===== config.mk =====
export PLATFORM = sky130hd
export DESIGN_NAME = brf_core
export DESIGN_NICKNAME = d
export VERILOG_FILES = /design/src/rtl/brf_pkg.sv /design/src/rtl/brf_core.sv
export SDC_FILE = /design/constraint.sdc
export NUM_CORES = 1
export LEC_CHECK = 0
export ABC_AREA = 1
export CAP_MARGIN = 10
export CORE_UTILIZATION = 55
export CTS_CLUSTER_SIZE = 24
export DETAILED_ROUTE_END_ITERATION = 12
export DONT_BUFFER_PORTS = 1
export GPL_TIMING_DRIVEN = 0
export PLACE_DENSITY = 0.83
export SLEW_MARGIN = 20
export SYNTH_ARGS = -nofsm -noshare
export SYNTH_HDL_FRONTEND = slang
export SYNTH_SLANG_ARGS = --single-unit

===== constraint.sdc =====
create_clock -name clk -period 8.3 [get_ports clk]
set_input_delay 0.83 -clock clk [delete_from_list [all_inputs] [get_ports clk]]
set_output_delay 0.83 -clock clk [all_outputs]
set_load 0.02 [all_outputs]

===== src/rtl/brf_pkg.sv =====
`timescale 1ns / 1ps

package brf_pkg;

  localparam int DEF_MAX_DEPTH = 1024;
  localparam int LG_MAX        = 10;

  localparam int CNT_W      = 32;
  localparam int FILL_W     = 11;
  localparam int OFF_W      = 10;
  localparam int BYTE_W     = 8;
  localparam int LG_W       = 4;
  localparam int CMD_W      = 3;
  localparam int CFG_IDX_W  = 1;
  localparam int CFG_DATA_W = 4;

  typedef enum logic [CMD_W-1:0] {
    CMD_PUSH            = 3'd0,
    CMD_POP             = 3'd1,
    CMD_COMMIT_PRODUCED = 3'd2,
    CMD_COMMIT_CONSUMED = 3'd3,
    CMD_PUBLISH         = 3'd4,
    CMD_CLEAR           = 3'd5
  } cmd_t;

  typedef enum logic [CFG_IDX_W-1:0] {
    REG_RING_SIZE_LOG2 = 1'b0,
    REG_KEEP_NEWEST    = 1'b1
  } cfg_reg_t;

  typedef enum logic {
    S_IDLE,
    S_EXEC
  } state_t;

  typedef struct packed {
    logic              ok;
    logic [BYTE_W-1:0] read_byte;
    logic [FILL_W-1:0] occupancy;
    logic [FILL_W-1:0] vacancy;
    logic [OFF_W-1:0]  read_offset;
    logic [FILL_W-1:0] read_length;
    logic [OFF_W-1:0]  write_offset;
    logic [FILL_W-1:0] write_length;
    logic [FILL_W-1:0] peak_fill;
    logic [CNT_W-1:0]  lost_bytes;
    logic [CNT_W-1:0]  producer_position;
  } result_t;

  typedef struct packed {
    logic              we;
    logic [OFF_W-1:0]  waddr;
    logic [BYTE_W-1:0] wdata;
    logic              re;
    logic [OFF_W-1:0]  raddr;
  } store_req_t;

  // largest usable ring log2 for a given store depth
  function automatic int max_lg(input int depth);
    int fl;
    fl = $clog2(depth + 1) - 1;
    return (fl > LG_MAX) ? LG_MAX : fl;
  endfunction

endpackage


===== src/rtl/brf_core.sv =====
`timescale 1ns / 1ps

module brf_core
  import brf_pkg::*;
#(
  parameter int MAX_DEPTH = DEF_MAX_DEPTH
) (
  input  logic                  clk,
  input  logic                  rst,
  input  logic                  accept,
  input  logic                  fire,
  input  logic [CMD_W-1:0]      cmd,
  input  logic [BYTE_W-1:0]     data_byte,
  input  logic [FILL_W-1:0]     count,
  input  logic [CNT_W-1:0]      new_producer,
  input  logic                  cfg_we,
  input  logic [CFG_IDX_W-1:0]  cfg_index,
  input  logic [CFG_DATA_W-1:0] cfg_data,
  input  logic [BYTE_W-1:0]     rd_data,
  output store_req_t            req,
  output result_t               result
);

  localparam int MAX_LG = max_lg(MAX_DEPTH);

  logic [LG_W-1:0]   ring_lg;
  logic              keep_newest;
  logic [CNT_W-1:0]  head;
  logic [CNT_W-1:0]  tail;
  logic [FILL_W-1:0] peak;
  logic [CNT_W-1:0]  overflow;

  logic [CNT_W-1:0]  head_next;
  logic [CNT_W-1:0]  tail_next;
  logic [FILL_W-1:0] peak_next;
  logic [CNT_W-1:0]  overflow_next;

  logic [CMD_W-1:0]  cmd_q;
  logic [BYTE_W-1:0] data_q;
  logic [FILL_W-1:0] count_q;
  logic [CNT_W-1:0]  delta_q;
  logic [CNT_W-1:0]  lost_q;

  logic [LG_W-1:0]   lg_eff;
  logic [FILL_W-1:0] size;
  logic [OFF_W-1:0]  mask;
  logic [FILL_W-1:0] occ;
  logic [FILL_W-1:0] room;

  logic              ok;
  logic [BYTE_W-1:0] rbyte;
  logic              we;
  logic              pin_peak;
  logic              zero_peak;

  logic [FILL_W-1:0] occ_n;
  logic [FILL_W-1:0] room_n;
  logic [OFF_W-1:0]  roff_n;
  logic [OFF_W-1:0]  woff_n;
  logic [FILL_W-1:0] rspan;
  logic [FILL_W-1:0] wspan;
  logic [FILL_W-1:0] rlen_n;
  logic [FILL_W-1:0] wlen_n;

  // ring geometry
  assign lg_eff = (ring_lg > LG_W'(MAX_LG)) ? LG_W'(MAX_LG) : ring_lg;
  assign size   = FILL_W'(1) << lg_eff;
  assign mask   = OFF_W'(size - FILL_W'(1));
  assign occ    = head[FILL_W-1:0] - tail[FILL_W-1:0];
  assign room   = size - occ;

  // transaction capture and publish distance, worked out at accept
  always_ff @(posedge clk) begin
    if (accept) begin
      cmd_q   <= cmd;
      data_q  <= data_byte;
      count_q <= count;
      delta_q <= new_producer - head;
      lost_q  <= new_producer - head - CNT_W'(room);
    end
  end

  always_comb begin
    head_next     = head;
    tail_next     = tail;
    overflow_next = overflow;
    ok            = 1'b0;
    rbyte         = '0;
    we            = 1'b0;
    pin_peak      = 1'b0;
    zero_peak     = 1'b0;
    unique case (cmd_q)
      CMD_PUSH: begin
        if (room != '0) begin
          we        = 1'b1;
          head_next = head + CNT_W'(1);
          ok        = 1'b1;
        end else begin
          overflow_next = overflow + CNT_W'(1);
        end
      end
      CMD_POP: begin
        if (occ != '0) begin
          rbyte     = rd_data;
          tail_next = tail + CNT_W'(1);
          ok        = 1'b1;
        end
      end
      CMD_COMMIT_PRODUCED: begin
        if (count_q <= room) begin
          head_next = head + CNT_W'(count_q);
          ok        = 1'b1;
        end
      end
      CMD_COMMIT_CONSUMED: begin
        if (count_q <= occ) begin
          tail_next = tail + CNT_W'(count_q);
          ok        = 1'b1;
        end
      end
      CMD_PUBLISH: begin
        if (delta_q == '0 || delta_q[CNT_W-1]) begin
          ok = 1'b1;
        end else if (lost_q[CNT_W-1] || lost_q == '0) begin
          head_next = head + delta_q;
          ok        = 1'b1;
        end else begin
          overflow_next = overflow + lost_q;
          pin_peak      = 1'b1;
          if (keep_newest) begin
            tail_next = tail + lost_q;
            head_next = head + delta_q;
          end else begin
            head_next = head + CNT_W'(room);
          end
        end
      end
      CMD_CLEAR: begin
        head_next     = '0;
        tail_next     = '0;
        overflow_next = '0;
        zero_peak     = 1'b1;
        ok            = 1'b1;
      end
      default: begin
      end
    endcase
  end

  // status after the transaction
  assign occ_n  = head_next[FILL_W-1:0] - tail_next[FILL_W-1:0];
  assign room_n = size - occ_n;
  assign roff_n = tail_next[OFF_W-1:0] & mask;
  assign woff_n = head_next[OFF_W-1:0] & mask;
  assign rspan  = size - FILL_W'(roff_n);
  assign wspan  = size - FILL_W'(woff_n);
  assign rlen_n = (occ_n == '0) ? '0 : ((occ_n < rspan) ? occ_n : rspan);
  assign wlen_n = (room_n == '0) ? '0 : ((room_n < wspan) ? room_n : wspan);

  always_comb begin
    priority if (zero_peak) begin
      peak_next = '0;
    end else if (pin_peak) begin
      peak_next = size;
    end else if (occ_n > peak) begin
      peak_next = occ_n;
    end else begin
      peak_next = peak;
    end
  end

  always_ff @(posedge clk) begin
    if (rst) begin
      ring_lg     <= LG_W'(LG_MAX);
      keep_newest <= 1'b0;
      head        <= '0;
      tail        <= '0;
      peak        <= '0;
      overflow    <= '0;
    end else if (cfg_we) begin
      unique case (cfg_reg_t'(cfg_index))
        REG_RING_SIZE_LOG2: begin
          ring_lg <= cfg_data[LG_W-1:0];
          head    <= '0;
          tail    <= '0;
          peak    <= '0;
        end
        REG_KEEP_NEWEST: begin
          keep_newest <= cfg_data[0];
        end
      endcase
    end else if (fire) begin
      head     <= head_next;
      tail     <= tail_next;
      peak     <= peak_next;
      overflow <= overflow_next;
    end
  end

  // store access: read at accept, write back when the transaction retires
  assign req.we    = fire && we;
  assign req.waddr = head[OFF_W-1:0] & mask;
  assign req.wdata = data_q;
  assign req.re    = accept;
  assign req.raddr = tail[OFF_W-1:0] & mask;

  assign result.ok                = ok;
  assign result.read_byte         = rbyte;
  assign result.occupancy         = occ_n;
  assign result.vacancy           = room_n;
  assign result.read_offset       = roff_n;
  assign result.read_length       = rlen_n;
  assign result.write_offset      = woff_n;
  assign result.write_length      = wlen_n;
  assign result.peak_fill         = peak_next;
  assign result.lost_bytes        = overflow_next;
  assign result.producer_position = head_next;

  // fill never runs past the ring
  a_occ_in_ring: assert property (@(posedge clk) disable iff (rst)
    (head - tail) <= CNT_W'(size))
    else $error("occupancy beyond ring size");

  // the watermark covers the current fill
  a_peak_covers: assert property (@(posedge clk) disable iff (rst)
    peak >= occ)
    else $error("watermark below occupancy");

endmodule


## After elaboration in Yosys (flattened, before gate mapping)

Cells that the tools add are included.

- Flip-flop bits (word level): 198
- Bits of input ports: 72

- $add $sub $neg: 18
- $lt $le $gt $ge: 6
- Eq/ne operators: 11
- Shift-type cells: 1
- Muxes and demuxes: 46
- Bitwise operators: 6
- Reduce and logical (&&, ||, !) cells: 17

Operator list:

| operator | count |
|---|---|
| 2-to-1 mux 32 bit | 18 |
| one-hot mux 32 bit (4 select lines) | 2 |
| 2-to-1 mux 11 bit | 10 |
| adder 32 x 1 -> 32 bit, second input constant | 3 |
| adder 32 x 11 -> 32 bit | 3 |
| adder 32 bit | 3 |
| one-hot mux 32 bit (3 select lines) | 1 |
| logical NOT 32 bit | 2 |
| subtractor 11 bit | 4 |
| bitwise AND 10 bit | 4 |
| subtractor 32 x 11 -> 32 bit | 1 |
| subtractor 32 bit | 1 |
| less-or-equal comparator 11 bit | 2 |
| logical NOT 11 bit | 2 |
| < comparator 11 bit | 2 |
| nonzero test 11 bit | 2 |
| subtractor 11 x 10 -> 11 bit | 2 |
| 2-to-1 mux 8 bit | 2 |
| inequality test 3 bit, second input constant | 5 |
| greater-than comparator 11 bit | 1 |
| 2-to-1 mux 1 bit | 11 |
| left shift 1 x 4 -> 11 bit, first input constant | 1 |
| subtractor 10 x 1 -> 10 bit, second input constant | 1 |
| AND reduction 2 bit | 4 |
| 14 further kinds | 18 |

## Longest topological paths before layout

- Depth in word-level cells: 16
- Gate-level depth with buffers: 60
- Depth with buffers taken out: 59

## Worst setup path before layout

No wires, ideal clock.

- Kind: flip-flop to output port
- Start point: register tail[1]
- End point: output result[75] in the netlist's numbering
- Data arrival time: 8.630 ns
- Slack: -1.160 ns
- Stages on the path, launching flop included: 50
- Buffers on the path: 3
- Cell sequence: dfxtp_1 clkinv_1 fa_1 nand3_1 nand2_1 xnor2_1 ha_1 inv_1 o21bai_1 nor2_1 o21ai_0 nand3_1 nand2_1 xnor2_2 ha_1 nand2_1 nor2_1 nand2_1 (+14 left out) a21o_1 a21oi_1 xor2_1 inv_1 ha_1 a21oi_1 nand2_1 a21oi_1 nor2_1 nor2_1 xor2_1 ha_1 nand2_1 nor2_1 a2111oi_0 nand2_1 buf_2 a31oi_1

RTL lines:

| element | line | text |
|---|---|---|
| from (decl) | brf_core.sv:29 | `logic [CNT_W-1:0] tail;` |
| from (signal assigned) | brf_core.sv:194 | `tail <= tail_next;` |
| to (decl) | brf_core.sv:21 | `output result_t result` |

==> metrics.yaml <==
synth:
  synth.yosys.seq_area_share: 0.190
  synth_top_area_cell: "ha_1"
  synth_edf_count: 86
  netlist_top_cells_count: "669 x nand2_1, 511 x inv_1, 399 x a21oi_1"
  syn_avg_cell_area_um2: 6.52
  ys_warn_count: 0
  async_flop_share: 0
  synthCells: 3548
  synthFlopType: "dfxtp_1"
  synth_nets: 3879
  yosys-top-cells-area: "ha_1 13%, edfxtp_1 11%, nand2_1 11%"
  synth.ff_latch_count: 177
  yosysMostFrequentCell: "nand2_1"
  synth_top_area_frac: 0.134
  yosysUniqueCellTypes: 74
  netlist_area_um2: 23100
global_routing:
  grt_max_degree: 88
  grt_overflow: 0
  grt_use_total: 0.447
  antenna_found_initial: 2
  grt_pass1_vias: 24400
  grt_pass1_wl_um: 145000
worst_setup_path:
  end_kind: "primary output"
  arrival_ns: 9.23
  critPathKind: "reg -> out"
  r2r-end: "peak[1]"
  cp_top_family: "compound AO/OA/AOI/OAI gates"
  crit_buf_inv: 6
  critPathMaxFanout: 10
  required_ns: 7.47
  max_stage_delay_ns: 0.54
  ff2ff_path_depth: 43
  slowest_stage: "dfxtp_1"
  reg2reg_from: "tail[7]"
  cp.depth: 39
  critPathLaunchType: "flip-flop"
  r2r_setup_slack_ns: -0.16
drt:
  via_count: 26900
  drtPass1Iterations: 7
  drc: 0
  initialDrtViolationCount: 3799
  finalWirelength_um: 99900
  wire_per_inst_um: 23.8
  ant_nets: 0
  viasPerCell: 6.42
power_and_ir_drop:
  p_clk_frac: 0.120
  internal-power_mw: 3.32
  cellLeakagePower_nw: 11.9
  switching_share: 0.550
  pwr-share-seq: 0.171
  p_comb_frac: 0.709
  peakVddDrop_mv: 0.157
  p_sw_mw: 4.06
  cellPowerDensity_nw_per_um2: 278
floorplan:
  die-area_um2: 42900
  rows: 74
  core_um2: 41200
  start_util: 0.562
  io_pins: 250
  die_w_um: 207
  die_h_um: 207
sta:
  finalCriticalPeriod_ns: 10.06
  finalSetupViolations: 42
  timing.fmax_mhz: 99.4
  rsz0062_at_grt: "yes"
  finalHoldViolCount: 0
  finClkSkew_ns: 0.00960
  report.final.slew_viol_count: 0
  worst_pin_slew_ns: 1.33
  fin_crit_sh: 1.21
  worst_slack_ns: -1.76
  timing.slew.headroom: 0.113
  final.setup.tns_ns: -41.05
final_layout:
  insertedDiodeCount: 0
  area_delta_synth_final_pct: 14.7
  drive_gt1_frac: 0.143
  final_util: 0.645
  layout.nets: 3979
  num-fill-cells: 3678
min_path:
  hold_end: "data_q[2]"
  hp-start: "data_byte[2]"
  min_path_type: "in -> reg"
  hold_path_depth: 0
clock_network:
  cts_buffers: 17
  clock_path_buffers: 2
  cts_tree: "yes"
  clk_latency_ns: 0.53
  cts-root-buf: "clkbuf_16"
  htree_levels: 4
  cts.sinks: 177
  clk_pin_slew_ns: 0.08
run:
  cap_violations: 0
placed_design:
  dp_hpwl_um: 75800
  dpl_worst_slack_ns: -2.09
  io_buffer_count: 0
  gp_congestion: 1.06
outcome:
  failed_checks: "negative setup slack"
  status: "complete, but fails checks"
registers in the layout, summed over array words and instances (netlist names):
register and flops:
count_q 11, ring_lg 4, lost_q 32, data_q 8, peak 11, head 32, overflow 32, cmd_q 3
keep_newest 1, tail 11, delta_q 32
placed cells by master (no fill, tap or decap), types with 71 or more instances in the layout:
cell type,n
a21oi_1,379
buf_4,71
ha_1,219
inv_1,479
o21ai_0,233
dfxtp_1,74
clkbuf_1,72
nor2_1,251
xor2_1,75
nand2_1,642
edfxtp_1,86
nand3_1,172
worst max path at each step:
| stage | startpoint | end |
|---|---|---|
| CTS | head[0] | result[77] |
| detailed placement | ring_lg[3] | result[84] |
| global placement | ring_lg[3] | result[84] |
| finish | tail[7] | result[77] |
| floorplan | head[0] | result[76] |
| global route | tail[5] | result[78] |
through the flow:
step / instances / power (mW) / cell area, µm² / hold slack, ns
floorplan: 3548 / 4.32 / 23500 / 0.445
global placement: 4080 / 5.30 / 24100 / 0.453
detailed placement: 4080 / 5.36 / 24100 / 0.456
CTS: 4162 / 6.90 / 26000 / 0.383
global route: 4193 / 7.72 / 26600 / 0.384
finish: 4193 / 7.38 / 26600 / 0.393
routing by layer:
layer,up-vias,GRT usage,share of wire
met5,-,0,0.00035
met4,4,0.327,0.085
met3,565,0.143,0.15
met2,1950,0.666,0.41
met1,12100,0.542,0.36
li1,12300,-,-
worst reg2reg max path: cells and delay by family (launching register included):
| family | cells | cell delay (ns) |
|---|---|---|
| fa+ha+maj | 4 | 1.42 |
| buf+inv | 9 | 1.70 |
| flops | 1 | 0.54 |
| compound gates | 15 | 2.66 |
| simple gates | 15 | 2.06 |
kinds of logic (layout without fill, tap and decap cells):
| family | Yosys count | after routing | synth area share |
|---|---|---|---|
| and+or+nand+nor | 1389 | 1389 | 0.273 |
| xor gates and xnor gates | 138 | 138 | 0.0540 |
| DFF | 177 | 177 | 0.190 |
| buffers and inverters | 646 | 759 | 0.108 |
| adders and majority gates | 259 | 259 | 0.144 |
| AOI/OAI and AO/OA | 939 | 939 | 0.232 |
what timing repair did:
item | CTS | global route
endpoints found under the hold margin | 0 | 0
endpoints found under the setup margin | 57 | 44
resized for setup | 213 | 72
pin swaps | 82 | 49
gates cloned | 3 | 0
buffers inserted | 48 | 32
hold buffers | 0 | 0
area by class of cell:
| cell class | count | area [µm²] | area share |
|---|---|---|---|
| tap | 532 | 666 | 0.0251 |
| clock inverter | 15 | 176 | 0.00664 |
| sequential | 177 | 4460 | 0.168 |
| inverter | 546 | 2110 | 0.0794 |
| timing repair buffer | 83 | 704 | 0.0265 |
| buffer | 98 | 478 | 0.0180 |
| multi-input combinational | 2725 | 17500 | 0.660 |
| clock buffer | 17 | 425 | 0.0160 |
power groups by stage:
stage | combinational, mW | clock (mW) | sequential, mW
after global routing | 5.55 | 0.914 | 1.25
after CTS | 4.77 | 0.888 | 1.24
final | 5.24 | 0.886 | 1.26
after floorplan | 3.17 | 0 | 1.15
after detailed placement | 4.10 | 0 | 1.25
after global placement | 4.05 | 0 | 1.25
Power figures use the tool's default switching activity.
